==> config.mk <==
export PLATFORM = sky130hd
export DESIGN_NAME = ccmac_ctrl
export DESIGN_NICKNAME = d
export VERILOG_FILES = /design/src/hw/rtl/ccmac_pkg.sv /design/src/hw/rtl/ccmac_ctrl.sv
export SDC_FILE = /design/constraint.sdc
export NUM_CORES = 1
export LEC_CHECK = 0
export BUFFER_PORTS_ARGS = -buffer_cell sky130_fd_sc_hd__buf_2
export CAP_MARGIN = 20
export CORE_MARGIN = 5
export CORE_UTILIZATION = 61
export DETAILED_ROUTE_END_ITERATION = 10
export GPL_TIMING_DRIVEN = 0
export PLACE_DENSITY = 0.86
export SKIP_LAST_GASP = 1
export SLEW_MARGIN = 30
export SYNTH_ARGS = -nofsm -noshare
export SYNTH_HDL_FRONTEND = slang
export SYNTH_SLANG_ARGS = --single-unit
==> constraint.sdc <==
create_clock -name aclk -period 4.8 [get_ports aclk]
set_input_delay 1.2 -clock aclk [delete_from_list [all_inputs] [get_ports aclk]]
set_output_delay 1.2 -clock aclk [all_outputs]
set_load 0.02 [all_outputs]
==> src/hw/rtl/ccmac_pkg.sv <==
// Shared types, constants and binary32 arithmetic helpers for the complex MAC block.
`timescale 1ns / 1ps
package ccmac_pkg;

    // Sizes of the accumulator store and of the frame counters.
    localparam int MAX_CHANNELS = 128;
    localparam int CH_W         = $clog2(MAX_CHANNELS);
    localparam int MAX_SIDE     = 256;
    localparam int SIDE_W       = $clog2(MAX_SIDE);
    localparam int CFG_ADDR_W   = 2;
    localparam int CFG_DATA_W   = 9;
    localparam int MANT_W       = 51;

    localparam logic [31:0] QNAN = 32'h7FC0_0000;

    // Configuration register indexes.
    typedef enum logic [CFG_ADDR_W-1:0] {
        REG_FRAME_SIDE   = 2'd0,
        REG_CHANNELS_IN  = 2'd1,
        REG_CHANNELS_OUT = 2'd2
    } cfg_index_t;

    // Bookkeeping that travels with each request down the pipeline.
    typedef struct packed {
        logic [CH_W-1:0] oc;
        logic            first;
        logic            last_in;
        logic            last_out;
        logic            last_frame;
    } item_ctrl_t;

    // One complex operand pair: feature (a, b) and filter (c, d).
    typedef struct packed {
        logic [31:0] filter_imag;
        logic [31:0] filter_real;
        logic [31:0] fmap_imag;
        logic [31:0] fmap_real;
    } item_data_t;

    // Unrounded result between the front half and the rounding half of an operation.
    typedef struct packed {
        logic                    spec;
        logic [31:0]             sval;
        logic                    sgn;
        logic signed [11:0]      q;
        logic [MANT_W-1:0]       m;
    } fp_mid_t;

    function automatic logic fp_is_nan(input logic [31:0] x);
        return (x[30:23] == 8'hFF) && (x[22:0] != 23'd0);
    endfunction

    function automatic logic fp_is_inf(input logic [31:0] x);
        return (x[30:23] == 8'hFF) && (x[22:0] == 23'd0);
    endfunction

    function automatic logic fp_is_zero(input logic [31:0] x);
        return x[30:0] == 31'd0;
    endfunction

    function automatic logic [23:0] fp_mant(input logic [31:0] x);
        return (x[30:23] == 8'd0) ? {1'b0, x[22:0]} : {1'b1, x[22:0]};
    endfunction

    function automatic logic signed [11:0] fp_qexp(input logic [31:0] x);
        return (x[30:23] == 8'd0) ? -12'sd149 : ($signed({4'b0, x[30:23]}) - 12'sd150);
    endfunction

    // Round sign * m * 2^q to binary32, nearest even; the lsb of m may be a sticky bit.
    function automatic logic [31:0] fp_round_pack(input logic s, input logic signed [11:0] q,
                                                  input logic [MANT_W-1:0] m);
        logic [5:0]         p;
        logic signed [12:0] sh;
        logic signed [12:0] smin;
        logic signed [12:0] e0;
        logic signed [12:0] bexp;
        logic [MANT_W:0]    k;
        logic [MANT_W:0]    rem;
        logic [MANT_W:0]    half;
        logic [MANT_W:0]    mask;
        logic [5:0]         sa;
        logic               up;
        p = 6'd0;
        for (int i = 0; i < MANT_W; i++) begin
            if (m[i]) begin
                p = 6'(i);
            end
        end
        sh = $signed({7'b0, p}) - 13'sd23;
        smin = -13'sd149 - 13'(q);
        if (smin > sh) begin
            sh = smin;
        end
        up = 1'b0;
        sa = 6'd0;
        if (sh <= 0) begin
            k = {1'b0, m} << 6'(-sh);
        end else if (sh > 13'sd51) begin
            k = '0;
        end else begin
            sa   = 6'(sh);
            half = (MANT_W+1)'(1) << (sa - 6'd1);
            mask = ((MANT_W+1)'(1) << sa) - (MANT_W+1)'(1);
            rem  = {1'b0, m} & mask;
            k    = {1'b0, m} >> sa;
            up   = (rem > half) || ((rem == half) && k[0]);
        end
        k = k + (MANT_W+1)'(up);
        e0 = 13'(q) + sh;
        if (k[24]) begin
            k  = k >> 1;
            e0 = e0 + 13'sd1;
        end
        bexp = e0 + 13'sd150;
        if (m == '0) begin
            return {s, 31'd0};
        end else if (k[23]) begin
            if (bexp >= 13'sd255) begin
                return {s, 8'hFF, 23'd0};
            end
            return {s, bexp[7:0], k[22:0]};
        end
        return {s, 8'd0, k[22:0]};
    endfunction

    function automatic logic [31:0] fp_finish(input fp_mid_t x);
        return x.spec ? x.sval : fp_round_pack(x.sgn, x.q, x.m);
    endfunction

    // Front half of a multiply: special values and the exact significand product.
    function automatic fp_mid_t fp_mul_front(input logic [31:0] a, input logic [31:0] b);
        fp_mid_t     r;
        logic        s;
        logic [47:0] prod;
        s      = a[31] ^ b[31];
        prod   = fp_mant(a) * fp_mant(b);
        r.spec = 1'b0;
        r.sval = 32'd0;
        r.sgn  = s;
        r.q    = fp_qexp(a) + fp_qexp(b);
        r.m    = MANT_W'(prod);
        if (fp_is_nan(a) || fp_is_nan(b)) begin
            r.spec = 1'b1;
            r.sval = QNAN;
        end else if ((fp_is_inf(a) && fp_is_zero(b)) || (fp_is_inf(b) && fp_is_zero(a))) begin
            r.spec = 1'b1;
            r.sval = QNAN;
        end else if (fp_is_inf(a) || fp_is_inf(b)) begin
            r.spec = 1'b1;
            r.sval = {s, 8'hFF, 23'd0};
        end
        return r;
    endfunction

    // Front half of an add: special values, alignment with sticky, and the exact sum.
    function automatic fp_mid_t fp_add_front(input logic [31:0] a, input logic [31:0] b);
        fp_mid_t            r;
        logic [23:0]        mx;
        logic [23:0]        my;
        logic [23:0]        lost;
        logic signed [11:0] qx;
        logic signed [11:0] qy;
        logic signed [11:0] d;
        logic signed [11:0] rs;
        logic               sx;
        logic               sy;
        logic [MANT_W-1:0]  xs;
        logic [MANT_W-1:0]  ys;
        if (fp_qexp(a) >= fp_qexp(b)) begin
            mx = fp_mant(a); qx = fp_qexp(a); sx = a[31];
            my = fp_mant(b); qy = fp_qexp(b); sy = b[31];
        end else begin
            mx = fp_mant(b); qx = fp_qexp(b); sx = b[31];
            my = fp_mant(a); qy = fp_qexp(a); sy = a[31];
        end
        d    = qx - qy;
        rs   = d - 12'sd26;
        lost = 24'd0;
        r.spec = 1'b0;
        r.sval = 32'd0;
        if (d <= 12'sd26) begin
            xs  = MANT_W'(mx) << 5'(d);
            ys  = MANT_W'(my);
            r.q = qy;
        end else begin
            xs  = MANT_W'(mx) << 26;
            r.q = qx - 12'sd26;
            if (rs < 12'sd24) begin
                lost = my & ((24'd1 << 5'(rs)) - 24'd1);
                ys   = MANT_W'(my >> 5'(rs)) | MANT_W'(|lost);
            end else begin
                ys = MANT_W'(my != 24'd0);
            end
        end
        if (sx == sy) begin
            r.sgn = sx;
            r.m   = xs + ys;
        end else if (xs > ys) begin
            r.sgn = sx;
            r.m   = xs - ys;
        end else if (ys > xs) begin
            r.sgn = sy;
            r.m   = ys - xs;
        end else begin
            // Exact cancellation of unlike signs gives +0.
            r.sgn  = 1'b0;
            r.m    = '0;
            r.spec = 1'b1;
            r.sval = 32'd0;
        end
        if (fp_is_nan(a) || fp_is_nan(b)) begin
            r.spec = 1'b1;
            r.sval = QNAN;
        end else if (fp_is_inf(a) && fp_is_inf(b)) begin
            r.spec = 1'b1;
            r.sval = (a[31] == b[31]) ? a : QNAN;
        end else if (fp_is_inf(a)) begin
            r.spec = 1'b1;
            r.sval = a;
        end else if (fp_is_inf(b)) begin
            r.spec = 1'b1;
            r.sval = b;
        end
        return r;
    endfunction

endpackage

==> src/hw/rtl/ccmac_ctrl.sv <==
// Configuration registers, channel and pixel counters, and the input request gate.
`timescale 1ns / 1ps
module ccmac_ctrl
    import ccmac_pkg::*;
(
    input  logic                  aclk,
    input  logic                  aresetn,
    input  logic                  cfg_wr_en,
    input  logic [CFG_ADDR_W-1:0] cfg_addr,
    input  logic [CFG_DATA_W-1:0] cfg_wdata,
    input  logic                  s_tvalid,
    output logic                  s_tready,
    input  logic                  pipe_en,
    output logic                  accept,
    output item_ctrl_t            item_ctrl
);

    logic [8:0]        frame_side_reg;
    logic [7:0]        channels_in_reg;
    logic [7:0]        channels_out_reg;
    logic [CH_W-1:0]   in_cnt_reg, in_cnt_next;
    logic [CH_W-1:0]   out_cnt_reg, out_cnt_next;
    logic [SIDE_W-1:0] col_cnt_reg, col_cnt_next;
    logic [SIDE_W-1:0] row_cnt_reg, row_cnt_next;
    logic              prev_valid_reg;
    logic [CH_W-1:0]   prev_oc_reg;
    logic [CH_W-1:0]   ci_m1;
    logic [CH_W-1:0]   co_m1;
    logic [SIDE_W-1:0] fs_m1;
    logic              last_in, last_out, last_col, last_row;
    logic              hazard;

    // Configuration writes.
    always_ff @(posedge aclk) begin
        if (!aresetn) begin
            frame_side_reg   <= 9'd75;
            channels_in_reg  <= 8'd32;
            channels_out_reg <= 8'd32;
        end else if (cfg_wr_en) begin
            unique case (cfg_addr)
                REG_FRAME_SIDE:   frame_side_reg   <= cfg_wdata;
                REG_CHANNELS_IN:  channels_in_reg  <= cfg_wdata[7:0];
                REG_CHANNELS_OUT: channels_out_reg <= cfg_wdata[7:0];
                default: ;
            endcase
        end
    end

    // Last counter values: zero acts as one, oversized values saturate.
    always_comb begin
        if (channels_in_reg == 8'd0) begin
            ci_m1 = '0;
        end else if (channels_in_reg > 8'(MAX_CHANNELS)) begin
            ci_m1 = CH_W'(MAX_CHANNELS - 1);
        end else begin
            ci_m1 = CH_W'(channels_in_reg - 8'd1);
        end
        if (channels_out_reg == 8'd0) begin
            co_m1 = '0;
        end else if (channels_out_reg > 8'(MAX_CHANNELS)) begin
            co_m1 = CH_W'(MAX_CHANNELS - 1);
        end else begin
            co_m1 = CH_W'(channels_out_reg - 8'd1);
        end
        if (frame_side_reg == 9'd0) begin
            fs_m1 = '0;
        end else if (frame_side_reg > 9'(MAX_SIDE)) begin
            fs_m1 = SIDE_W'(MAX_SIDE - 1);
        end else begin
            fs_m1 = SIDE_W'(frame_side_reg - 9'd1);
        end
    end

    assign last_in  = in_cnt_reg >= ci_m1;
    assign last_out = out_cnt_reg >= co_m1;
    assign last_col = col_cnt_reg >= fs_m1;
    assign last_row = row_cnt_reg >= fs_m1;

    // A request that reads the entry written by the request just ahead waits while that request is in the first stage.
    assign hazard   = prev_valid_reg && (prev_oc_reg == out_cnt_reg) && (in_cnt_reg != '0);
    assign s_tready = pipe_en && !hazard;
    assign accept   = s_tvalid && s_tready;

    assign item_ctrl.oc         = out_cnt_reg;
    assign item_ctrl.first      = in_cnt_reg == '0;
    assign item_ctrl.last_in    = last_in;
    assign item_ctrl.last_out   = last_out;
    assign item_ctrl.last_frame = last_out && last_col && last_row;

    // Nested counter advance: output channel fastest, then input channel, column, row.
    always_comb begin
        in_cnt_next  = in_cnt_reg;
        out_cnt_next = out_cnt_reg;
        col_cnt_next = col_cnt_reg;
        row_cnt_next = row_cnt_reg;
        if (!last_out) begin
            out_cnt_next = out_cnt_reg + CH_W'(1);
        end else begin
            out_cnt_next = '0;
            if (!last_in) begin
                in_cnt_next = in_cnt_reg + CH_W'(1);
            end else begin
                in_cnt_next = '0;
                if (!last_col) begin
                    col_cnt_next = col_cnt_reg + SIDE_W'(1);
                end else begin
                    col_cnt_next = '0;
                    row_cnt_next = last_row ? '0 : row_cnt_reg + SIDE_W'(1);
                end
            end
        end
    end

    always_ff @(posedge aclk) begin
        if (!aresetn) begin
            in_cnt_reg     <= '0;
            out_cnt_reg    <= '0;
            col_cnt_reg    <= '0;
            row_cnt_reg    <= '0;
            prev_valid_reg <= 1'b0;
            prev_oc_reg    <= '0;
        end else begin
            if (accept) begin
                in_cnt_reg  <= in_cnt_next;
                out_cnt_reg <= out_cnt_next;
                col_cnt_reg <= col_cnt_next;
                row_cnt_reg <= row_cnt_next;
            end
            // Mirror of the first pipeline stage.
            if (pipe_en) begin
                prev_valid_reg <= accept;
                prev_oc_reg    <= out_cnt_reg;
            end
        end
    end

endmodule

# After elaboration in Yosys (flattened, before gate mapping)
# Index checks and enable logic that the tools add are counted.
# W data, S select, Z words.
# classes
addsub	7
n_lt_le_gt_ge	7
reduce_logical	19
n_eq_ne	3
muxes	10
# op_table
op	count
$mux W7	6
$mux W8	4
$add A8 B1 Y8 const B	2
$ge A8 B8 Y1	2
$gt A8 B8 Y1 const B	2
$logic_not A8 Y1	2
$add A7 B1 Y7 const B	2
$ge A7 B7 Y1	2
$sub A7 B1 Y7 const B	2
$gt A9 B9 Y1 const B	1
$logic_not A9 Y1	1
$reduce_and A2 Y1	4
$sub A8 B1 Y8 const B	1
$eq A7 B7 Y1	1
$logic_not A7 Y1	1
$reduce_bool A7 Y1	1
$logic_and A1 B1 Y1	6
$reduce_and A4 Y1	1
$reduce_and A3 Y1	1
$eq A2 B1 Y1 const B	1
$eq A2 B2 Y1 const B	1
$logic_not A2 Y1	1
$logic_not A1 Y1	1
# word_totals
register_bits	63
elab_cells	55
in_bits	16

# Depth between registers and ports, before layout
# Gate-level depths: netlist of run 1.
# depth
ltp_word	7
ltp_mapped	15
ltp_nobuf	14

# Worst setup path after synthesis of run 1
# OpenSTA, ideal clock, no wires.
# synth_timing
path_type	register to output
startpoint	register frame_side_reg[0]
endpoint	output port item_ctrl[0] in the netlist's numbering
arrival_time_ns	3.379
path_stages_with_launch	15
path_slack_ns	0.221
t_required_ns	3.600
path_cell_list	dfxtp_1 inv_1 ha_1 nand2_1 or3_1 or3_1 and2_1 o21a_1 ha_1 nand2b_1 a211oi_1 nor3_1 nor2_1 clkbuf_1 nor3_1
# synth_lines
item	line	source
start: declaration	ccmac_ctrl.sv:18	logic [8:0] frame_side_reg;
start signal: assignment	ccmac_ctrl.sv:41	REG_FRAME_SIDE: frame_side_reg <= cfg_wdata;
end: declaration	ccmac_ctrl.sv:15	output item_ctrl_t item_ctrl

==> results.md, run 1 <==
* Finished Cell Area at 4691 sq um
* Final Core Density at 0.7021
* WL final at 10,320 um
* Fraction of layout cells with a size suffix above 1 at 0.1498
* Yosys top cell area share at 0.3068
* F_max at 0.2063 GHz
* IO Port Bufs at 26
* Primary FF master, synth: dfxtp_1
* Synthesized area at 4110 sq um
* Final Hold Vio Count at 0
* Io pins at 29
* Total grt overflow at 0
* Synth-to-layout area growth at 14.12%
* Maximum vdd ir drop at 0.1874 mV
* DIE HEIGHT at 92.09 um
* Final GP Congestion at 0.8476
* # DRC at 0
* # fillers at 519
* Async S/R FF share, synth at 0
* Initial core utilization at 0.6152
* Leading area contributor after synthesis: dfxtp_1
* WL per Instance at 16.28 um
* Number of flops mapped to enable cells by yosys at 0
* N_diodes at 0
* DR vias/cell at 6.287
* Core Box Area at 6681 sq um
* Fin Clk Skew at 0.01216 ns
* Die area at 8480 sq um
* CTS tree: done
* Setup Viol. Count Final at 1
* Clock Latency Late Sink at 0.34 ns
* Final net count at 605
* Placed Instances at 612
* HPWL after DPL at 7206 um
* Hold crit path type: flop to flop
* Net count after synthesis at 562
* Site row count at 30
* Startpoint types: flop
* Critical path required time at 3.60 ns
* Leak Pwr at 1.997 nW
* WP data arrival at 3.65 ns
* Final count of pins violating max slew at 0
* Power, Total at 1.220 mW
* Flip-flop count of the largest register after layout at 9
* Setup WS post-layout at -0.04788 ns
* CP Class: flop to output port
* CTS sink cnt at 63
* Most numerous cell in the Yosys netlist: dfxtp_1
* Max cap viols at 0
* Cell variety after synth at 60
* Post-synth top cells: dfxtp_1, nand2_1, ha_1
* Outcome: finished, violations left
* WHS at 0.4797 ns
* R2R Setup Slk at 1.00 ns
* Placed Area at 4340 sq um
* CTS Buf Count at 9
* Mapped Cells at 506
* Worst-path clk slew at 0.08 ns
* TNS Setup at -0.04788 ns
* Syn_area_per_cell at 8.123 sq um
* Routed Antenna Nets at 0
* Non-filler cells, final at 634
* First-pass GRT wire length at 17,360 um
* Htree depth at 3
* Drt first-iter violations at 345
* Rel. slew slack at 0.5765
* Initial antenna violation count at 0
* Top cells by area, synth: dfxtp_1, ha_1, mux2i_1
* CP Capture Type: output port
* Vias in the first global route at 3,798
* Routed vias at 3,986
* Clock tree buffer depth at 2
* Worst-margin pin slew at 0.6353 ns
* Sequential share of the synthesized area at 0.3068
* RSZ-0062 raised after global routing: true
* GRT Resource Usage Total at 0.2484
* Die W at 92.09 um
* Critical path peak fanout at 10
* Total number of yosys warnings at 0
* Place WS at -0.3275 ns
* Failing checks: setup timing
* Largest net degree at the start of global routing at 12
* Final period util at 1.010
* Pwr dens at 260.2 nW/um^2
* Min Tclk post-route at 4.848 ns
* Synth Register Bits at 63
* Clk root buf: clkbuf_8
* Detailed Routing Iterations Pass 1 at 5
==> cell usage in the layout, fill, tap and decap left out, types with 13 or more instances in the layout <==
cell type	count
a21oi_1	34
buf_2	28
clkbuf_1	15
dfxtp_1	63
ha_1	39
inv_1	19
mux2i_1	25
nand2_1	56
nand3_1	24
nor2_1	37
o21ai_0	31
xnor2_1	13
==> layout make-up <==
class                           count  area [sq um]  area share
Multi-Input combinational cell    398          2733      0.5826
Sequential cell                    63          1261      0.2689
Timing Repair Buffer               32         175.2     0.03734
Clock buffer                       11         151.4     0.03228
Buffer                             24         111.4     0.02374
Tap cell                           80         100.1     0.02134
Clock inverter                      5         80.08     0.01707
Inverter                           21         78.83     0.01680
==> repair_timing <==
item	CTS	global route
hold buffers	0	0
endpoints found under the setup margin	3	3
pin swaps	3	5
resized for setup	9	11
buffers inserted	3	3
==> worst max-delay path, stage by stage (launching register included) <==
cell      delay [ns]
dfxtp_1         0.32
inv_1           0.10
ha_2            0.20
nand2_1         0.09
or3_4           0.36
or3_4           0.37
or2_4           0.26
o21a_1          0.13
ha_1            0.27
nand2b_1        0.09
a211oi_1        0.07
nor3_2          0.42
nor2_4          0.05
clkbuf_4        0.19
nor3_1          0.18
buf_2           0.20
==> cells by family (layout without fill, tap and decap cells) <==
family	after synthesis	in the layout	share of synthesized area
muxes	25	25	0.06088
xor gates and xnor gates	15	15	0.03196
AOI/OAI and AO/OA	113	113	0.1711
adders and majority gates	42	42	0.1266
and+or+nand+nor	203	203	0.2572
buffers and inverters	45	93	0.04536
DFF	63	63	0.3068
==> power by group <==
part | internal, mW | switching, mW
sequential | 0.532 | 0.0120
clock | 0.320 | 0.217
combinational | 0.0572 | 0.0824
==> worst paths after layout <==
path / cells past startpoint / start / endpoint
setup / recovery: 15 / frame_side_reg[1] / item_ctrl[0]
hold / removal: 2 / frame_side_reg[7] / frame_side_reg[7]
hold reg to reg: 2 / frame_side_reg[7] / frame_side_reg[7]
setup reg to reg: 15 / channels_out_reg[2] / row_cnt_reg[0]
==> layer usage <==
| metal | track usage | vias to the layer above | share of wire |
|---|---|---|---|
| met5 | 0 | - | 0 |
| met2 | 0.3990 | 164 | 0.47 |
| met4 | 0.1052 | 0 | 0.032 |
| li1 | - | 1915 | - |
| met1 | 0.3232 | 1871 | 0.43 |
| met3 | 0.05086 | 36 | 0.069 |
No activity file was read; power rests on OpenSTA's default activity.
==> run 2: changes to the inputs <==
- ABC_AREA: not set -> 1
==> results.md, run 2 <==
* Leading area contributor after synthesis: dfxtp_1 (unchanged)
* DR vias/cell at 5.395 (was 6.287)
* CTS Buf Count at 9 (unchanged)
* # DRC at 0 (unchanged)
* WHS at 0.4902 ns (was 0.4797 ns)
* Power, Total at 1.125 mW (was 1.220 mW)
* Largest family of logic cells by synthesized area: simple AND/OR/NAND/NOR gates (unchanged)
* Synth-to-layout area growth at 9.600% (was 14.12%)
* Routed vias at 4,251 (was 3,986)
* Total grt overflow at 0 (unchanged)
* Post-Synth XOR/XNOR Area at 0.02842 (was 0.03196)
* Final Hold Vio Count at 0 (unchanged)
* HPWL after DPL at 7648 um (was 7206 um)
* Initial antenna violation count at 0 (unchanged)
* CTS Hold Bufs at 0 (unchanged)
* Synth Area in Compound Gates at 0.1296 (was 0.1711)
* Largest net degree at the start of global routing at 11 (was 12)
* FF-to-FF path depth at 19 (was 15)
* Top cells by area, synth: dfxtp_1, nand2_1, ha_1 (was dfxtp_1, ha_1, mux2i_1)
* Async S/R FF share, synth at 0 (unchanged)
* Leak Pwr at 2.365 nW (was 1.997 nW)
* Fin Clk Skew at 0.009617 ns (was 0.01216 ns)
* Post-synth top cells: nand2_1, nor2_1, inv_1 (was dfxtp_1, nand2_1, ha_1)
* Final Core Density at 0.6921 (was 0.7021)
* Core Box Area at 6832 sq um (was 6681 sq um)
* RSZ-0062 raised after global routing: false (was true)
* Clock tree buffer depth at 2 (unchanged)
* Critical path peak fanout at 8 (was 10)
* Net count after synthesis at 708 (was 562)
* Hold crit path type: flop to flop (unchanged)
* Yosys top cell area share at 0.2923 (was 0.3068)
* Rel. slew slack at 0.5871 (was 0.5765)
* Clk root buf: clkbuf_8 (unchanged)
* Site row count at 30 (unchanged)
* Pwr dens at 237.9 nW/um^2 (was 260.2 nW/um^2)
* Max cap viols at 0 (unchanged)
* Number of flops mapped to enable cells by yosys at 0 (unchanged)
* Post-Synth Simple-Gate Area at 0.3382 (was 0.2572)
* Post-Synth Adder-Cell Area at 0.1160 (was 0.1266)
* Post-cts resize count at 0 (was 9)
* Final count of pins violating max slew at 0 (unchanged)
* Primary FF master, synth: dfxtp_1 (unchanged)
* Startpoint types: flop (unchanged)
* Finished Cell Area at 4728 sq um (was 4691 sq um)
* Routed Antenna Nets at 0 (unchanged)
* Synth Register Bits at 63 (unchanged)
* Mapped Cells at 652 (was 506)
* GRT Resource Usage Total at 0.2345 (was 0.2484)
* CP Class: flop to output port (unchanged)
* F_max at 0.2210 GHz (was 0.2063 GHz)
* Most numerous cell in the Yosys netlist: nand2_1 (was dfxtp_1)
* Min Tclk post-route at 4.525 ns (was 4.848 ns)
* Placed Area at 4564 sq um (was 4340 sq um)
* Placed Instances at 774 (was 612)
* CTS sink cnt at 63 (unchanged)
* Fraction of layout cells with a size suffix above 1 at 0.1084 (was 0.1498)
* Detailed Routing Iterations Pass 1 at 6 (was 5)
* Worst-margin pin slew at 0.6146 ns (was 0.6353 ns)
* Final GP Congestion at 0.8954 (was 0.8476)
* # fillers at 593 (was 519)
* Total number of yosys warnings at 0 (unchanged)
* Initial core utilization at 0.6315 (was 0.6152)
* First-pass GRT wire length at 16,770 um (was 17,360 um)
* N_diodes at 0 (unchanged)
* IO Port Bufs at 26 (unchanged)
* Outcome: finished clean (was finished, violations left)
* Flip-flop count of the largest register after layout at 9 (unchanged)
* Syn_area_per_cell at 6.617 sq um (was 8.123 sq um)
* Hold path cells at 2 (unchanged)
* Commonest non-fill, non-tap cell in the layout: nand2_1 (was dfxtp_1)
* DIE HEIGHT at 94.10 um (was 92.09 um)
* WP data arrival at 3.33 ns (was 3.65 ns)
* Worst-path clk slew at 0.06 ns (was 0.08 ns)
* Die area at 8854 sq um (was 8480 sq um)
* Setup WS post-layout at 0.2748 ns (was -0.04788 ns)
* Sequential share of the synthesized area at 0.2923 (was 0.3068)
* Drt first-iter violations at 250 (was 345)
* CP Capture Type: output port (unchanged)
* TNS Setup at 0 ns (was -0.04788 ns)
* Post-CTS Setup Bufs at 0 (was 3)
* Final net count at 745 (was 605)
* Htree depth at 3 (unchanged)
* Io pins at 29 (unchanged)
* WL final at 9867 um (was 10,320 um)
* Vias in the first global route at 3,924 (was 3,798)
* Critical path required time at 3.60 ns (about the same)
* Final period util at 0.9428 (was 1.010)
* Setup Viol. Count Final at 0 (was 1)
* Place WS at 0.6152 ns (was -0.3275 ns)
* CTS tree: done (unchanged)
* Maximum vdd ir drop at 0.1758 mV (was 0.1874 mV)
* Die W at 94.10 um (was 92.09 um)
* Most frequent cells in the layout: nand2_1, nor2_1, inv_1 (was dfxtp_1, nand2_1, ha_1)
* Synthesized area at 4314 sq um (was 4110 sq um)
* Non-filler cells, final at 788 (was 634)
* Cell variety after synth at 42 (was 60)
* Clock Latency Late Sink at 0.34 ns (about the same)
* Mux cell area share after synthesis at 0 (was 0.06088)
* WL per Instance at 12.52 um (was 16.28 um)
==> run 2: worst paths after layout <==
path | endpoint | start | slack (ns)
setup / recovery | item_ctrl[0] | frame_side_reg[0] | 0.27
hold reg to reg | prev_valid_reg | prev_valid_reg | 0.49
hold / removal | prev_valid_reg | prev_valid_reg | 0.49
setup reg to reg | row_cnt_reg[5] | frame_side_reg[0] | 1.61
==> run 2: cell families (layout without fill, tap and decap cells) <==
| group | count (synthesis) | after routing |
|---|---|---|
| AND/OR/NAND/NOR | 328 | 328 |
| AO/OA/AOI/OAI | 105 | 105 |
| buffers and inverters | 102 | 142 |
| flip-flops | 63 | 63 |
| adder cells (fa/ha/maj) | 40 | 40 |
| XOR/XNOR | 14 | 14 |
==> run 2: cell type report <==
type                            instances  area, sq um  share of cell area
Multi-Input combinational cell        487         2641              0.5586
Sequential cell                        63         1261              0.2667
Inverter                               88        330.3             0.06986
Clock buffer                           13        158.9             0.03361
Timing Repair Buffer                   26        130.1             0.02752
Tap cell                               96        120.1             0.02540
Buffer                                 14        81.33             0.01720
Clock inverter                          1        5.005            0.001058
==> run 2: power breakdown <==
group          switching (mW)  total (mW)  internal [mW]
clock                   0.189       0.398          0.209
combinational           0.112       0.176         0.0640
sequential             0.0127       0.551          0.538
==> run 2: layer usage <==
metal	track usage	routed length, um	vias up
li1	-	-	2173
met1	0.2874	4421	1929
met2	0.3974	4713	131
met3	0.04006	532	18
met4	0.1095	200	0
met5	0	0	-
==> run 2: worst max-delay path, cell delays in order, from the launching register on <==
cell     delay, ns
dfxtp_1       0.31
inv_1         0.09
ha_1          0.20
nand2_1       0.09
nor2_1        0.09
nand2_1       0.07
nor2_1        0.12
inv_1         0.06
nor3_1        0.21
inv_1         0.14
o21ai_0       0.21
ha_1          0.34
a21oi_1       0.17
nor2_1        0.08
nor3_2        0.15
nand3_1       0.27
and3_1        0.24
buf_2         0.15
==> run 3: changes to the inputs <==
- SETUP_SLACK_MARGIN: not set -> 0.4
==> results.md, run 3 (same netlist as run 2, synthesis figures left out) <==
* Outcome: finished clean (unchanged)
* Min Tclk post-route at 4.255 ns (was 4.525 ns)
* Finished Cell Area at 4852 sq um (was 4728 sq um)
* Largest net degree at the start of global routing at 11 (unchanged)
* First-pass GRT wire length at 16,850 um (was 16,770 um)
* Commonest non-fill, non-tap cell in the layout: nand2_1 (unchanged)
* WL final at 10,140 um (was 9867 um)
* Final Hold Vio Count at 0 (unchanged)
* Worst-path clk slew at 0.06 ns (about the same)
* Max cap viols at 0 (unchanged)
* Detailed Routing Iterations Pass 1 at 5 (was 6)
* Initial antenna violation count at 0 (unchanged)
* Drt first-iter violations at 241 (was 250)
* IO Port Bufs at 26 (unchanged)
* # DRC at 0 (unchanged)
* Placed Area at 4564 sq um (unchanged)
* Fraction of layout cells with a size suffix above 1 at 0.1314 (was 0.1084)
* Initial core utilization at 0.6315 (unchanged)
* Hold crit path type: flop to flop (unchanged)
* Top delay family on crit path: simple AND/OR/NAND/NOR gates (unchanged)
* Site row count at 30 (unchanged)
* F_max at 0.2350 GHz (was 0.2210 GHz)
* Vias in the first global route at 3,938 (was 3,924)
* RSZ-0062 raised after global routing: false (unchanged)
* CTS Buf Count at 9 (unchanged)
* Clk root buf: clkbuf_8 (unchanged)
* Startpoint types: flop (unchanged)
* Routed vias at 4,307 (was 4,251)
* Final period util at 0.8865 (was 0.9428)
* Leak Pwr at 2.420 nW (was 2.365 nW)
* Clock Latency Late Sink at 0.34 ns (about the same)
* CP Class: flop to output port (unchanged)
* Clock tree buffer depth at 2 (unchanged)
* Crit path buffers/inverters at 4 (unchanged)
* HPWL after DPL at 7648 um (unchanged)
* Critical path required time at 3.60 ns (about the same)
* Die area at 8854 sq um (unchanged)
* Flip-flop count of the largest register after layout at 9 (unchanged)
* DR vias/cell at 5.411 (was 5.395)
* WP data arrival at 3.06 ns (was 3.33 ns)
* Footprint of the multi-input gates at 2705 sq um (was 2641 sq um)
* Crit-path slowest cell: dfxtp_1 (was ha_1)
* Total grt overflow at 0 (unchanged)
* Core Box Area at 6832 sq um (unchanged)
* WHS at 0.4908 ns (was 0.4902 ns)
* Setup Viol. Count Final at 0 (unchanged)
* WL per Instance at 12.74 um (was 12.52 um)
* Io pins at 29 (unchanged)
* CTS sink cnt at 63 (unchanged)
* CP peak stage delay at 0.31 ns (was 0.34 ns)
* Final GP Congestion at 0.8954 (unchanged)
* GRT Resource Usage Total at 0.2358 (was 0.2345)
* FF/Latch Area at 1261 sq um (unchanged)
* Critical path peak fanout at 6 (was 8)
* N_diodes at 0 (unchanged)
* CTS tree: done (unchanged)
* Worst-margin pin slew at 0.5790 ns (was 0.6146 ns)
* Final net count at 753 (was 745)
* Most frequent cells in the layout: nand2_1, nor2_1, inv_1 (unchanged)
* Die W at 94.10 um (unchanged)
* Maximum vdd ir drop at 0.1749 mV (was 0.1758 mV)
* # fillers at 568 (was 593)
* Synth-to-layout area growth at 12.47% (was 9.600%)
* Pwr dens at 232.5 nW/um^2 (was 237.9 nW/um^2)
* Critical-path cell list: inv_1 > ha_2 > nand2_1 > nor2_1 > nand2_1 > nor2_4 > inv_1 > nor3_4 > inv_2 > o21ai_2 > ha_1 > a21oi_1 > nor2_1 > nor3_2 > nand3_4 > and3_1 > buf_2 (was inv_1 > ha_1 > nand2_1 > nor2_1 > nand2_1 > nor2_1 > inv_1 > nor3_1 > inv_1 > o21ai_0 > ha_1 > a21oi_1 > nor2_1 > nor3_2 > nand3_1 > and3_1 > buf_2)
* Htree depth at 3 (unchanged)
* TNS Setup at 0 ns (unchanged)
* Rel. slew slack at 0.6110 (was 0.5871)
* Fin Clk Skew at 0.01073 ns (was 0.009617 ns)
* DIE HEIGHT at 94.10 um (unchanged)
* Final count of pins violating max slew at 0 (unchanged)
* Routed Antenna Nets at 0 (unchanged)
* CP Capture Type: output port (unchanged)
==> run 3: cell count changes in the layout (fill, tap and decap cells not counted), sizes merged <==
cell	before	now
buf	32	40
==> run 3: final timing paths <==
kind	endpoint	slack (ns)	start	cells after the start
hold reg to reg	prev_valid_reg	0.49	prev_valid_reg	2
setup reg to reg	row_cnt_reg[3]	1.74	frame_side_reg[0]	20
hold / removal	prev_valid_reg	0.49	prev_valid_reg	2
setup / recovery	item_ctrl[0]	0.54	frame_side_reg[0]	17
==> run 3: routing by layer <==
metal  vias to the layer above  global-route usage  wire length, um
li1                       2192                   -                -
met1                      1956              0.2889             4491
met5                         -                   0                0
met2                       139              0.4004             4857
met3                        20             0.04006              579
met4                         0              0.1095              212
==> run 3: power by group <==
group	leakage [nW]	internal [mW]	total, mW	switching (mW)
registers	0.513	0.538	0.552	0.0136
clock network	0.0854	0.210	0.398	0.188
logic	1.82	0.0654	0.178	0.113
total	2.42	0.813	1.13	0.315
==> run 3: repair_timing <==
item / CTS / global route
resized for setup: 5 / 12
hold buffers: 0 / 0
setup buffers: 0 / 8
pin swaps: 0 / 4
endpoints found under the setup margin: 1 / 1
==> run 3: final cells by class <==
type                       count  share of cell area
inverter                      88             0.06808
sequential                    63              0.2599
tap                           96             0.02476
clock inverter                 1            0.001031
buffer                        14             0.01676
clock buffer                  13             0.03275
multi-input combinational    487              0.5575
timing repair buffer          34             0.03920
==> run 3: worst register-to-register path, delay by kind of cell (launching register included) <==
| family | cells | cell delay (ns) |
|---|---|---|
| and+or+nand+nor | 12 | 1.50 |
| adders and majority gates | 2 | 0.48 |
| buffers and inverters | 4 | 0.44 |
| DFF | 1 | 0.31 |
| AOI/OAI and AO/OA | 2 | 0.27 |
==> run 3: per-stage QoR <==
stage | power (mW) | worst slack (ns) | instances | util
2_1_floorplan | 0.6878 | 1.147 | 652 | -
4_1_cts | 1.127 | 0.4502 | 788 | 0.6945
6_report | 1.128 | 0.5446 | 796 | 0.7103
5_1_grt | 1.187 | 0.3558 | 796 | 0.7103
3_3_place_gp | 0.7250 | 0.7013 | 774 | 0.6681
3_5_place_dp | 0.7351 | 0.6152 | 774 | 0.6681
